$ cat config.mk
export PLATFORM = sky130hd
export DESIGN_NAME = fsc_ctrl
export DESIGN_NICKNAME = d
export VERILOG_FILES = /design/src/rtl/fsc_pkg.sv /design/src/rtl/fsc_ctrl.sv
export VERILOG_INCLUDE_DIRS = /design/src /design/src/rtl
export SDC_FILE = /design/constraint.sdc
export NUM_CORES = 1
export LEC_CHECK = 0
export ABC_CLOCK_PERIOD_IN_PS = 1900
export BUFFER_PORTS_ARGS = -buffer_cell sky130_fd_sc_hd__buf_2
export CAP_MARGIN = 0
export CORE_MARGIN = 5
export CORE_UTILIZATION = 49
export CTS_CLUSTER_DIAMETER = 60
export DETAILED_ROUTE_END_ITERATION = 10
export MAX_ROUTING_LAYER = met4
export PLACE_DENSITY = 0.81
export SLEW_MARGIN = 15
export SYNTH_ARGS = -nofsm -noshare
export SYNTH_HDL_FRONTEND = slang
export SYNTH_SLANG_ARGS = --single-unit
$ cat constraint.sdc
create_clock -name clk_i -period 1.9 [get_ports clk_i]
set_input_delay 0.38 -clock clk_i [delete_from_list [all_inputs] [get_ports clk_i]]
set_output_delay 0.38 -clock clk_i [all_outputs]
set_load 0.01 [all_outputs]
$ cat src/rtl/frustum_sphere_culling_defines.svh
// Assertion macros shared by the frustum sphere culling RTL
`ifndef FRUSTUM_SPHERE_CULLING_DEFINES_SVH
`define FRUSTUM_SPHERE_CULLING_DEFINES_SVH

// antecedent implies consequent in the same cycle
`define FSC_ASSERT_IMPL(lbl, clk, rstn, ante, cons) \
  lbl: assert property (@(posedge clk) disable iff (!(rstn)) (ante) |-> (cons)) \
    else $error("assertion failed");

// antecedent implies consequent in the next cycle
`define FSC_ASSERT_NEXT(lbl, clk, rstn, ante, cons) \
  lbl: assert property (@(posedge clk) disable iff (!(rstn)) (ante) |=> (cons)) \
    else $error("assertion failed");

`endif

$ cat src/rtl/fsc_pkg.sv
// Package: constants, types and helpers of the frustum sphere culler
`timescale 1ns / 1ps
package fsc_pkg;

  localparam int COORD_FRAC_BITS = 16;
  localparam int PLANE_COUNT     = 6;
  localparam int PLANE_W         = 48;
  localparam int SUM_W           = ((67 - COORD_FRAC_BITS) > 50) ? (67 - COORD_FRAC_BITS) : 50;

  localparam logic [1:0] CMD_LOAD  = 2'd0;
  localparam logic [1:0] CMD_BUILD = 2'd1;
  localparam logic [1:0] CMD_TEST  = 2'd2;

  typedef struct packed {
    logic       capture;
    logic       mat_we;
    logic       bld_clear;
    logic       bld_prep;
    logic       zero_plane;
    logic       sq_en;
    logic       sqrt_init;
    logic       sqrt_step;
    logic       div_init;
    logic       div_step;
    logic       div_store;
    logic       tst_mul;
    logic       res_load;
    logic [2:0] plane;
    logic [1:0] comp;
    logic [1:0] res_cmd;
  } fsc_ctl_t;

  typedef struct packed {
    logic degen;
  } fsc_sts_t;

  function automatic logic [1:0] plane_row(input logic [2:0] p);
    logic [1:0] r;
    case (p)
      3'd0, 3'd1: r = 2'd0;
      3'd2, 3'd3: r = 2'd1;
      default:    r = 2'd2;
    endcase
    return r;
  endfunction

  function automatic logic plane_add(input logic [2:0] p);
    logic a;
    case (p)
      3'd0, 3'd3, 3'd4: a = 1'b1;
      default:          a = 1'b0;
    endcase
    return a;
  endfunction

endpackage

$ cat src/rtl/fsc_ctrl.sv
// Controller: sequences load, plane build and sphere test commands
`timescale 1ns / 1ps
`include "frustum_sphere_culling_defines.svh"
module fsc_ctrl (
  input  logic             clk_i,
  input  logic             rst_ni,
  input  logic             in_valid_i,
  input  logic [1:0]       in_cmd_i,
  output logic             in_ready_o,
  output logic             out_valid_o,
  input  logic             out_ready_i,
  input  fsc_pkg::fsc_sts_t sts_i,
  output fsc_pkg::fsc_ctl_t ctl_o
);
  import fsc_pkg::*;

  typedef enum logic [3:0] {
    S_IDLE, S_PREP, S_CHK, S_SQ, S_SQI, S_SQRT, S_DINIT, S_DIV, S_STORE,
    S_TEST, S_TEND, S_FIN
  } state_e;

  state_e     state_q;
  logic [1:0] cmd_q;
  logic [2:0] plane_q;
  logic [1:0] comp_q;
  logic [5:0] cnt_q;
  logic       out_valid_q;
  logic       accept;

  assign in_ready_o  = (state_q == S_IDLE);
  assign out_valid_o = out_valid_q;
  assign accept      = in_valid_i && in_ready_o;

  always_comb begin
    ctl_o            = '0;
    ctl_o.capture    = accept;
    ctl_o.mat_we     = accept && (in_cmd_i == CMD_LOAD);
    ctl_o.bld_clear  = accept && (in_cmd_i == CMD_BUILD);
    ctl_o.bld_prep   = (state_q == S_PREP);
    ctl_o.zero_plane = (state_q == S_CHK) && sts_i.degen;
    ctl_o.sq_en      = (state_q == S_SQ);
    ctl_o.sqrt_init  = (state_q == S_SQI);
    ctl_o.sqrt_step  = (state_q == S_SQRT);
    ctl_o.div_init   = (state_q == S_DINIT);
    ctl_o.div_step   = (state_q == S_DIV);
    ctl_o.div_store  = (state_q == S_STORE);
    ctl_o.tst_mul    = (state_q == S_TEST);
    ctl_o.res_load   = (state_q == S_FIN) && (!out_valid_q || out_ready_i);
    ctl_o.plane      = plane_q;
    ctl_o.comp       = comp_q;
    ctl_o.res_cmd    = cmd_q;
  end

  always_ff @(posedge clk_i or negedge rst_ni) begin
    if (!rst_ni) begin
      state_q     <= S_IDLE;
      cmd_q       <= CMD_LOAD;
      plane_q     <= '0;
      comp_q      <= '0;
      cnt_q       <= '0;
      out_valid_q <= 1'b0;
    end else begin
      if (ctl_o.res_load) begin
        out_valid_q <= 1'b1;
      end else if (out_ready_i) begin
        out_valid_q <= 1'b0;
      end
      case (state_q)
        S_IDLE: begin
          if (accept) begin
            cmd_q   <= in_cmd_i;
            plane_q <= '0;
            case (in_cmd_i)
              CMD_BUILD: state_q <= S_PREP;
              CMD_TEST:  state_q <= S_TEST;
              default:   state_q <= S_FIN;
            endcase
          end
        end
        S_PREP: state_q <= S_CHK;
        S_CHK: begin
          comp_q <= '0;
          if (!sts_i.degen) begin
            state_q <= S_SQ;
          end else if (plane_q == 3'(PLANE_COUNT - 1)) begin
            state_q <= S_FIN;
          end else begin
            plane_q <= plane_q + 3'd1;
            state_q <= S_PREP;
          end
        end
        S_SQ: begin
          if (comp_q == 2'd2) begin
            state_q <= S_SQI;
          end else begin
            comp_q <= comp_q + 2'd1;
          end
        end
        S_SQI: begin
          cnt_q   <= 6'd31;
          comp_q  <= '0;
          state_q <= S_SQRT;
        end
        S_SQRT: begin
          if (cnt_q == 6'd0) begin
            state_q <= S_DINIT;
          end else begin
            cnt_q <= cnt_q - 6'd1;
          end
        end
        S_DINIT: begin
          cnt_q   <= 6'd46;
          state_q <= S_DIV;
        end
        S_DIV: begin
          if (cnt_q == 6'd0) begin
            state_q <= S_STORE;
          end else begin
            cnt_q <= cnt_q - 6'd1;
          end
        end
        S_STORE: begin
          if (comp_q != 2'd3) begin
            comp_q  <= comp_q + 2'd1;
            state_q <= S_DINIT;
          end else if (plane_q == 3'(PLANE_COUNT - 1)) begin
            state_q <= S_FIN;
          end else begin
            plane_q <= plane_q + 3'd1;
            state_q <= S_PREP;
          end
        end
        S_TEST: begin
          if (plane_q == 3'(PLANE_COUNT - 1)) begin
            state_q <= S_TEND;
          end else begin
            plane_q <= plane_q + 3'd1;
          end
        end
        S_TEND: state_q <= S_FIN;
        S_FIN: begin
          if (!out_valid_q || out_ready_i) begin
            state_q <= S_IDLE;
          end
        end
        default: state_q <= S_IDLE;
      endcase
    end
  end

  `FSC_ASSERT_IMPL(a_res_slot_free, clk_i, rst_ni, ctl_o.res_load, !out_valid_q || out_ready_i)
  `FSC_ASSERT_NEXT(a_div_then_store, clk_i, rst_ni, state_q == S_DIV && cnt_q == 6'd0, state_q == S_STORE)
  `FSC_ASSERT_IMPL(a_plane_range, clk_i, rst_ni, 1'b1, plane_q < 3'(PLANE_COUNT))

endmodule

# After elaboration in Yosys (flattened, before gate mapping)
# Index checks and enable logic that the tools add are counted.
dict set report totals {
  ff_bits 18
  input_bits 7
  elab_cells 80
}
dict set report op_classes {
  addsub 3
  n_eq_ne 27
  mux 23
  n_reduce_logical 21
}
# cell count
set op_table {}
lappend op_table {{4-bit case mux with 12 select lines} 1}
lappend op_table {{4-bit two-way mux} 9}
lappend op_table {{6-bit case mux with 3 select lines} 1}
lappend op_table {{4-bit by 3-bit == test with 1-bit output (second input constant)} 4}
lappend op_table {{4-bit == test (second input constant)} 4}
lappend op_table {{2-bit by 1-bit inequality test with 1-bit output (second input constant)} 7}
lappend op_table {{3-bit two-way mux} 4}
lappend op_table {{3-bit case mux with 4 select lines} 1}
lappend op_table {{2-bit inequality test (second input constant)} 5}
lappend op_table {{4-bit by 2-bit == test with 1-bit output (second input constant)} 2}
lappend op_table {{4-bit case mux with 2 select lines} 1}
lappend op_table {{6-bit zero test} 1}
lappend op_table {{6-bit two-way mux} 1}
lappend op_table {{2-bit case mux with 3 select lines} 1}
lappend op_table {{6-bit AND reduction} 1}
lappend op_table {{3-bit nonzero test} 2}
lappend op_table {{6-bit by 1-bit subtractor with 6-bit output (second input constant)} 1}
lappend op_table {{1-bit logical AND} 5}
lappend op_table {{2-bit == test (second input constant)} 2}
lappend op_table {{4-bit by 1-bit == test with 1-bit output (second input constant)} 1}
lappend op_table {{4-bit zero test} 1}
lappend op_table {{2-bit two-way mux} 2}
lappend op_table {{2-bit AND reduction} 2}
lappend op_table {{4-bit AND reduction} 1}
lappend op_table {{12 further kinds} 14}

# Logic depth before layout (Yosys ltp)
# Gate-level depths: netlist of the first run.
dict set report depth {
  depth_word 4
  mapped_depth 6
  mapped_depth_nobuf 6
}

# Least setup slack after synthesis of the first run
# No wires, ideal clock.
dict set report synth_path {
  path_type {flip-flop to output port}
  start {register state_q[0]}
  end {output port ctl_o[19] (netlist bit)}
  arrival_time_ns 1.479
  required_ns 1.520
  slack_ns 0.041
  path_stages_with_launch 6
  path_buffers 2
  cell_sequence {dfrtp_1 -> or2_1 -> buf_2 -> nor3_1 -> and2_2 -> buf_4}
}
dict set report synth_via {
  elab_chain_cells 2
}
# item line
set synth_rtl {}
lappend synth_rtl {{from (decl)} fsc_ctrl.sv:22} ;# state_e state_q;
lappend synth_rtl {{from (signal assigned)} fsc_ctrl.sv:56} ;# state_q <= S_IDLE;
lappend synth_rtl {{from (signal assigned)} fsc_ctrl.sv:74} ;# CMD_BUILD: state_q <= S_PREP;
lappend synth_rtl {{from (signal assigned)} fsc_ctrl.sv:75} ;# CMD_TEST: state_q <= S_TEST;
lappend synth_rtl {{4-bit zero test} fsc_ctrl.sv:30} ;# assign in_ready_o = (state_q == S_IDLE);
lappend synth_rtl {{named net in_ready_o} fsc_ctrl.sv:9} ;# output logic in_ready_o,
lappend synth_rtl {{1-bit logical AND} fsc_ctrl.sv:32} ;# assign accept = in_valid_i && in_ready_o;
lappend synth_rtl {{to (decl)} fsc_ctrl.sv:13} ;# output fsc_pkg::fsc_ctl_t ctl_o
# The timed path passes the listed nets, and every way through them passes these cells.

# Worst setup path after layout of the first run
dict set report layout_path {
  start {register cnt_q[0]}
  end {register state_q[0]}
}
dict set report layout_via {
  elab_chain_cells 3
}
# item line
set layout_rtl {}
lappend layout_rtl {{from (decl)} fsc_ctrl.sv:26} ;# logic [5:0] cnt_q;
lappend layout_rtl {{from (signal assigned)} fsc_ctrl.sv:108} ;# cnt_q <= cnt_q - 6'd1;
lappend layout_rtl {{from (signal assigned)} fsc_ctrl.sv:119} ;# cnt_q <= cnt_q - 6'd1;
lappend layout_rtl {{6-bit zero test *} {fsc_ctrl.sv:105, fsc_ctrl.sv:116}}
lappend layout_rtl {{2-bit by 1-bit inequality test with 1-bit output (no source line)} -}
lappend layout_rtl {{6-bit AND reduction (no source line) *} -}
lappend layout_rtl {{to (signal assigned)} fsc_ctrl.sv:106} ;# state_q <= S_DINIT;
lappend layout_rtl {{to (signal assigned)} fsc_ctrl.sv:113} ;# state_q <= S_DIV;
lappend layout_rtl {{to (signal assigned)} fsc_ctrl.sv:117} ;# state_q <= S_STORE;
# Mark *: on every way between the ends. The rest lies on a longest branch, timed or not.
# A chain may end at the register's enable or synchronous reset.

==> impl_metrics.toml, run 1 <==
[global_routing]
grt_pass1_wl_mm = 6.13
antenna_found_initial = 0
grt_pass1_vias = 1335
grt_overflow = 0
grt_max_degree = 26
grt.total_usage_pct = 19.0

[clock_network]
clkSlewWorstSetupHoldPaths_ns = 0.12
clk_latency_ns = 0.31
cts_sinks = 18
cts_made_buffers = 3
tritoncts = "yes"
htreeDepth = 1
root_buffer = "clkbuf_4"
clockBufferDepth = 2
holdBufCountCts = 0

[worst_setup_path]
crit_fanout = 4
path_cells = "inv_2 > ha_4 > or4b_4 > o21ai_4 > o211ai_2 > mux2_1"
worstSetupEndpointType = "register"
critical_path_arrival_ns = 2.11
slowest_stage = "or4b_4"
crit_path_start = "cnt_q[0]"
startpoint_type = "register"
critical_path_class = "reg -> reg"
max_stage_delay_ns = 0.50
crit_required_ns = 2.10
r2r-start = "cnt_q[0]"

[outcome]
outcome = "finished, violations left"
violations = "negative hold slack, negative setup slack"

[yosys]
synth-edff-count = 0
seq_area_frac_synth_pct = 31.5
synth_top_area_cell = "dfrtp_1"
synth_commonest_cells = "18 x dfrtp_1, 17 x nor2_1, 9 x inv_1, 9 x o21ai_0, 8 x ha_1"
syn-num-nets = 175
syn_inst = 160
avgSynthCellArea_sq_um = 8.93
synth-main-ff-cell = "dfrtp_1"
synth_warnings = 0
async_reset_ff_share_pct = 100
ys_types = 57
ys_ff_latch = 18
netlist.area_leader.share_pct = 31.5
synth.most_common_cell = "dfrtp_1"
synth_area_sq_um = 1430
yosys-top-cells-area = "dfrtp_1 32%, ha_1 7.0%, nor2_1 4.5%, mux2_2 3.9%, o21ai_0 3.2%"

[final_layout]
syn2layout_area_growth_pct = 30.1
drive_gt1_share_pct = 39.8
final-instance-count-excl-fill = 237
diodes = 0
nets = 222

[sta]
fmax_mhz = 525
slew_headroom_pct = 64.6
worst_pin_slew_ns = 0.529
finalHoldViolations = 14
final-setup-viol-count = 1
holdWs_ns = -0.0149
maxSlewViolCount = 0
post-route-period-util_pct = 100
min_period_ns = 1.90
finClkSkew_ns = 0.00864
fin_ws_ns = -0.00321
rsz0062_at_grt = "yes"

[route]
routed_wl_mm = 4.10
wl_met2_mm = 2.07
dr.first_iter.drc_count = 116
routed.top_layer = "met4"
wl_per_cell_um = 17.3
wl_met3_um = 358
vias = 1474
wl_met1_mm = 1.62
post-route-drc-count = 0
via_per_inst = 6.22
drtAntennaViolNets = 0
dr.pass1.iters = 7

[power_and_ir_drop]
combPwrFrac_pct = 3.6
power-per-cell-area_nw_per_um2 = 357
power.internal_mw = 0.508
seqPwrFrac_pct = 57.6
switching_share_pct = 23.6
p_switching_mw = 0.157
peakVddDrop_uv = 384
leakage_nw = 0.902
p_clk_share_pct = 38.8

[placement]
placedCellCount = 218
routabilityCongestion = 0.917
dp_hpwl_mm = 2.60
io_buffers = 28

[floorplanning]
placementRows = 19
start_util_pct = 51.4
dieArea_sq_um = 4100
core_area_sq_um = 2780
io_pins = 29
dieWidth_um = 64
fp.dieH_um = 64

[run]
maxCapViolations = 0

[min_path]
hold_path_class = "in -> async"
==> final timing paths <==
kind,end,slack [ns],cells past startpoint
worst max-delay path,state_q[0],-0.003,6
worst min-delay path,comp_q[1],-0.01,1
worst max register to register,state_q[0],-0.003,6
worst min register to register,plane_q[0],0.54,1
min in group clk_i,cmd_q[1],0.33,2
max in group asynchronous,state_q[3],1.58,1
==> state kept, by name, indices dropped and copies added (netlist names) <==
| register | cells |
|---|---|
| cnt_q | 6 |
| state_q | 4 |
| plane_q | 3 |
| cmd_q | 2 |
| comp_q | 2 |
| out_valid_o | 1 |
==> power by group through the flow <==
stage	Sequential, mW	Clock, mW	Combinational, mW
after global routing	0.383	0.281	0.0282
after CTS	0.383	0.255	0.0243
after detailed placement	0.390	0	0.0241
after global placement	0.390	0	0.0231
after floorplan	0.390	0	0.00502
final	0.383	0.257	0.0239
==> layout by cell type, fill, tap and decap left out, types with 2 or more instances in the layout <==
| cell | count |
|---|---|
| mux2i_1 | 3 |
| mux2_2 | 5 |
| o22a_1 | 2 |
| nand3b_1 | 2 |
| o32ai_1 | 3 |
| a21o_1 | 2 |
| buf_4 | 21 |
| clkbuf_4 | 3 |
| nand2_1 | 5 |
| a31oi_1 | 2 |
| ha_1 | 7 |
| a21oi_1 | 6 |
| dfrtp_1 | 16 |
| buf_6 | 2 |
| nor3_1 | 3 |
| nand2b_1 | 5 |
| xnor2_1 | 2 |
| inv_2 | 2 |
| o21ai_0 | 8 |
| buf_2 | 27 |
| dfrtp_2 | 2 |
| nor2b_1 | 6 |
| nor2_1 | 15 |
| and3_1 | 3 |
| o31a_1 | 2 |
| o21ai_1 | 2 |
| inv_1 | 7 |
==> timing repair <==
item                       in CTS  in global routing
buffers inserted                6                  9
setup endpoints to repair       9                 15
hold endpoints to repair        0                  0
gates resized for setup         9                 12
pin swaps                       4                  5
==> layer usage <==
| layer | up-vias | global-route usage, % |
|---|---|---|
| li1 | 678 | - |
| met2 | 80 | 30.7 |
| met1 | 708 | 24.7 |
| met4 | 0 | 4.94 |
| met5 | - | - |
| met3 | 8 | 2.98 |
==> through the flow <==
stage	worst slack [ns]	power, mW	TNS (ns)	instance area [sq um]	utilization [%]
CTS	-0.00442	0.662	-0.00936	1740	62.5
detailed placement	-0.0160	0.414	-0.0226	1630	58.7
floorplan	0.0414	0.395	0	1430	-
finish	-0.00321	0.664	-0.00321	1860	66.8
global placement	0.0692	0.413	0	1630	58.7
global route	-0.0716	0.692	-0.279	1860	66.8
==> area by class of cell <==
class                           count  area (sq um)
Multi-Input combinational cell    123           957
Fill cell                         216           922
Sequential cell                    18           453
Timing Repair Buffer               52           340
Tap cell                           31          38.8
Clock buffer                        4          36.3
Inverter                            9          33.8
==> worst max-delay path, delay by kind of cell, from the launching register on <==
| kind | cells | cell delay (ns) |
|---|---|---|
| AND/OR/NAND/NOR | 1 | 0.50 |
| AO/OA/AOI/OAI | 2 | 0.31 |
| buffers and inverters | 1 | 0.09 |
| flip-flops | 1 | 0.41 |
| multiplexers | 1 | 0.36 |
| adder cells (fa/ha/maj) | 1 | 0.13 |
==> cell families after synthesis <==
kind of cell             after synthesis  synth area share, %
AO/OA/AOI/OAI                         45                 23.2
flip-flops                            18                 31.5
adder cells (fa/ha/maj)                8                 7.01
XOR/XNOR                               2                 1.23
AND/OR/NAND/NOR                       58                 23.3
multiplexers                          10                 7.62
buffers and inverters                 19                 6.13
(Power assumes the default switching activity.)
==> run 2, diff against run 1 <==
--- a/config.mk
+++ b/config.mk
@@ -19,3 +19,4 @@
 export SYNTH_ARGS = -nofsm -noshare
 export SYNTH_HDL_FRONTEND = slang
 export SYNTH_SLANG_ARGS = --single-unit
+export TNS_END_PERCENT = 1
==> run 2 against run 1 <==
Net effect: non-clock buffer count shrank 10; total power shrank 0.18%; worst setup slack lost 0.011 ns; sequential share of layout area grew 1.5 points; flip-flop and latch count is the same; combinational power shrank 2%; critical path type unchanged; the run still ends with negative hold slack, negative setup slack left.
==> impl_metrics.toml, run 2 (synthesis results as in run 1) <==
[outcome]
outcome = "finished, violations left"
violations = "negative hold slack, negative setup slack"

[clock_network]
cts_made_buffers = 3
clockBufferDepth = 2
holdBufCountCts = 0
cts_sinks = 18
root_buffer = "clkbuf_4"
clk_latency_ns = 0.31
tritoncts = "yes"
htreeDepth = 1
clkSlewWorstSetupHoldPaths_ns = 0.12

[final_layout]
final_common_cell = "buf_2"
syn2layout_area_growth_pct = 22.4
final-instance-count-excl-fill = 227
fill_cells = 224
multiInputGateArea_sq_um = 923
postLayoutCoreUtil_pct = 62.9
top_register = "cnt_q"
drive_gt1_share_pct = 35.7
top_regs = "cnt_q x6, state_q x4, plane_q x3"
nets = 212
ff_latch_area_sq_um = 453
mostFrequentLayoutCells = "27 x buf_2, 16 x nor2_1, 16 x dfrtp_1"
diodes = 0
fin_area_sq_um = 1750
largest_register_ffs = 6

[global_routing]
grt_max_degree = 26
antenna_found_initial = 0
busiest_layer = "met2"
grt.total_usage_pct = 19.2
use_met3_pct = 2.98
use_met1_pct = 24.8
grt_pass1_vias = 1330
grt_pass1_wl_mm = 6.18
use_met2_pct = 31.3
grt_overflow = 0

[placement]
postPlaceCellArea_sq_um = 1630
io_buffers = 28
routabilityCongestion = 0.917
dp_hpwl_mm = 2.60
placedCellCount = 218

[sta]
fin_ws_ns = -0.0140
maxSlewViolCount = 0
min_period_ns = 1.91
rsz0062_at_grt = "yes"
fmax_mhz = 522
holdWs_ns = -0.0148
post-route-period-util_pct = 101
fin_tns_setup_ns = -0.0217
slew_headroom_pct = 64.8
finClkSkew_ns = 0.00316
finalHoldViolations = 18
worst_pin_slew_ns = 0.526
final-setup-viol-count = 2

[floorplanning]
dieWidth_um = 64
dieArea_sq_um = 4100
io_pins = 29
fp.dieH_um = 64
start_util_pct = 51.4
core_area_sq_um = 2780
placementRows = 19

[worst_setup_path]
r2r-start = "cnt_q[1]"
r2r_slack_ns = -0.01
r2r_end = "state_q[1]"
crit_fanout = 4
slowest_stage = "or4b_4"
worstSetupEndpointType = "register"
max_stage_delay_ns = 0.49
path_cells = "inv_1 > ha_2 > or4b_4 > o21ai_2 > o211ai_2 > mux2_1"
crit_required_ns = 2.10
startpoint_type = "register"
critical_path_arrival_ns = 2.12
crit_path_start = "cnt_q[1]"
rr_worst_depth = 6
worstSetupEndpoint = "state_q[1]"
critical_path_class = "reg -> reg"

[route]
vias = 1372
via_per_inst = 6.04
dr.first_iter.drc_count = 120
wl_per_cell_um = 16.2
drtAntennaViolNets = 0
post-route-drc-count = 0
dr.pass1.iters = 5
routed_wl_mm = 3.67

[power_and_ir_drop]
power-per-cell-area_nw_per_um2 = 379
peakVddDrop_uv = 378
leakage_nw = 0.850

[min_path]
hold_path_class = "in -> async"

[run]
maxCapViolations = 0
run 2: cell count changes in the layout (fill, tap and decap cells not counted), sizes merged:
cell	delta
clkbuf	-1
buf	-9
run 2: timing repair:
| item | CTS | global route |
|---|---|---|
| endpoints found under the setup margin | 9 | 14 |
| pin swaps | 4 | 3 |
| gates resized for setup | 11 | 4 |
| buffers inserted | 5 | 0 |
run 2: layout make-up:
cell class,count,share of cell area [%]
multi-input combinational,123,52.8
sequential,18,25.9
timing repair buffer,42,15.1
tap,31,2.22
clock buffer,4,2.07
inverter,9,1.93
run 2: through the flow:
step | power (mW) | setup slack [ns]
after floorplan | 0.395 | 0.0414
after global placement | 0.413 | 0.0692
after detailed placement | 0.414 | -0.0160
after CTS | 0.662 | -0.00702
after global routing | 0.689 | -0.103
final | 0.663 | -0.0140
run 2: critical path: cells and delay by family (launching register included):
kind | cells | cell delay [ns]
AND/OR/NAND/NOR | 1 | 0.49
multiplexers | 1 | 0.34
adder cells (fa/ha/maj) | 1 | 0.19
AO/OA/AOI/OAI | 2 | 0.30
flip-flops | 1 | 0.41
buffers and inverters | 1 | 0.09
run 2: worst min path at each step:
stage,slack [ns],to,cells after the start
2_1_floorplan,0.08,cmd_q[0],0
3_3_place_gp,0.34,plane_q[2],1
3_5_place_dp,0.34,plane_q[2],1
4_1_cts,0.002,plane_q[2],1
5_1_grt,0.01,plane_q[0],1
6_report,-0.01,plane_q[0],1
run 2: metal layers:
metal  routed length, um  vias up  share of wire, %
li1                    -      661                 -
met1                1640      650                45
met2                1780       56                48
met3                 225        5               6.1
met4                  32        0              0.87
met5                   0        -                 0
run 2: where the power goes:
group / total, mW / switching, mW / internal, mW
Sequential: 0.383 / 0 / 0.383
Combinational: 0.0235 / 0.0158 / 0.00767
Clock: 0.257 / 0.140 / 0.117
Total: 0.663 / 0.156 / 0.508
==> run 3, diff against run 2 <==
--- a/config.mk
+++ b/config.mk
@@ -15,6 +15,7 @@
 export DETAILED_ROUTE_END_ITERATION = 10
 export MAX_ROUTING_LAYER = met4
 export PLACE_DENSITY = 0.81
+export SETUP_SLACK_MARGIN = 0.4
 export SLEW_MARGIN = 15
 export SYNTH_ARGS = -nofsm -noshare
 export SYNTH_HDL_FRONTEND = slang
==> run 3 against run 2 <==
Net effect: the flow finishes with violations (negative hold slack); global-route usage up 1.1 points; first-iteration DRC count fell by 33%; hold slack better by 0.011 ns; sequential power is essentially flat; critical endpoint is now ctl_o[15].
==> impl_metrics.toml, run 3 (synthesis results as in run 1) <==
[floorplanning]
dieWidth_um = 64
placementRows = 19
fp.dieH_um = 64
start_util_pct = 51.4
io_pins = 29
dieArea_sq_um = 4100
core_area_sq_um = 2780

[min_path]
hold_path_class = "in -> async"

[worst_setup_path]
max_stage_delay_ns = 0.41
rr_worst_depth = 6
critical_path_class = "reg -> out"
startpoint_type = "register"
r2r_slack_ns = 0.006
crit_required_ns = 1.52
slowest_stage = "dfrtp_1"
critical_path_arrival_ns = 1.51
worstSetupEndpointType = "primary output"
crit_top_cell = "buf_4"
path_cells = "buf_4 > buf_4 > inv_2 > and4_1 > buf_2"
crit_fanout = 17

[global_routing]
grt_overflow = 0
grt_pass1_vias = 1423
antenna_found_initial = 0
grt.total_usage_pct = 20.3
grt_pass1_wl_mm = 6.60
grt_max_degree = 23

[placement]
routabilityCongestion = 0.922
io_buffers = 28
postPlaceCellArea_sq_um = 1640
placedCellCount = 218
dp_hpwl_mm = 2.77

[route]
routed_wl_mm = 4.02
post-route-drc-count = 0
drtAntennaViolNets = 0
vias = 1451
dr.pass1.iters = 4
dr.first_iter.drc_count = 81
via_per_inst = 6.31
wl_per_cell_um = 17.5

[final_layout]
top_regs = "cnt_q x6, state_q x4, plane_q x3"
fin_area_sq_um = 1800
nets = 216
drive_gt1_share_pct = 39.7
final-instance-count-excl-fill = 230
diodes = 0
final_common_cell = "buf_2"
mostFrequentLayoutCells = "28 x buf_2, 17 x buf_4, 16 x dfrtp_1"
top_register = "cnt_q"
largest_register_ffs = 6
syn2layout_area_growth_pct = 25.9

[clock_network]
tritoncts = "yes"
clk_latency_ns = 0.30
htreeDepth = 1
cts_made_buffers = 3
root_buffer = "clkbuf_4"
cts_sinks = 18
clkSlewWorstSetupHoldPaths_ns = 0.11
clockBufferDepth = 2

[outcome]
violations = "negative hold slack"
outcome = "finished, violations left"

[power_and_ir_drop]
seqPwrFrac_pct = 62.7
p_clk_share_pct = 33.6
leakage_nw = 0.876
p_switching_mw = 0.146
switching_share_pct = 24.0
power-per-cell-area_nw_per_um2 = 339
peakVddDrop_uv = 422
power.internal_mw = 0.464
combPwrFrac_pct = 3.7

[sta]
maxSlewViolCount = 0
rsz0062_at_grt = "yes"
min_period_ns = 1.89
final-setup-viol-count = 0
finalHoldViolations = 16
fmax_mhz = 528
slew_headroom_pct = 64.3
finClkSkew_ns = 0.00436
worst_pin_slew_ns = 0.533
post-route-period-util_pct = 99.7
fin_tns_setup_ns = 0
holdWs_ns = -0.00415

[run]
maxCapViolations = 0
[run 3: through the flow]
| stage | power (mW) | worst slack [ns] | util, % | hold slack, ns |
|---|---|---|---|---|
| final | 0.611 | 0.00571 | 64.7 | -0.00415 |
| after detailed placement | 0.413 | -0.0196 | 58.9 | 0.341 |
| after CTS | 0.601 | 0.0112 | 63.1 | 0.0149 |
| after floorplan | 0.395 | 0.118 | - | 0.0844 |
| after global routing | 0.620 | -0.0593 | 64.7 | 0.0420 |
| after global placement | 0.413 | 0.0725 | 58.9 | 0.336 |
[run 3: power groups by stage]
stage | Combinational, mW | Sequential, mW | Clock, mW
finish | 0.0228 | 0.383 | 0.205
global route | 0.0268 | 0.383 | 0.210
CTS | 0.0231 | 0.383 | 0.195
detailed placement | 0.0230 | 0.390 | 0
global placement | 0.0223 | 0.390 | 0
floorplan | 0.00502 | 0.390 | 0
[run 3: worst max-delay path, delay by kind of cell, from the launching register on]
family	cells	cell delay, ns
buffers and inverters	4	0.61
DFF	1	0.41
and+or+nand+nor	1	0.19
[run 3: timing repair]
action | CTS | global route
hold buffers | 0 | 0
setup buffers | 9 | 0
pin swaps | 2 | 4
setup endpoints to repair | 31 | 31
resized for setup | 8 | 11
gates cloned | 0 | 0
[run 3: path summary, 6_finish.rpt]
check	from	endpoint
min in group clk_i	in_cmd_i[1]	cmd_q[1]
worst min register to register	cmd_q[0]	cmd_q[0]
worst min-delay path	rst_ni	state_q[0]
worst max register to register	cnt_q[0]	state_q[1]
max in group asynchronous	rst_ni	state_q[3]
worst max-delay path	state_q[0]	ctl_o[15]
[run 3: final cells by class]
class	count	area, sq um
Clock buffer	3	22.5
Timing Repair Buffer	46	279
Inverter	9	33.8
Fill cell	231	982
Multi-Input combinational cell	123	972
Sequential cell	18	453
Tap cell	31	38.8
[run 3: layer usage]
| layer | up-vias | track usage, % | share of wire, % |
|---|---|---|---|
| met5 | - | - | 0 |
| met4 | 0 | 8.57 | 1.9 |
| met3 | 13 | 3.15 | 8.7 |
| met2 | 88 | 32.5 | 47 |
| met1 | 689 | 25.4 | 42 |
| li1 | 661 | - | - |
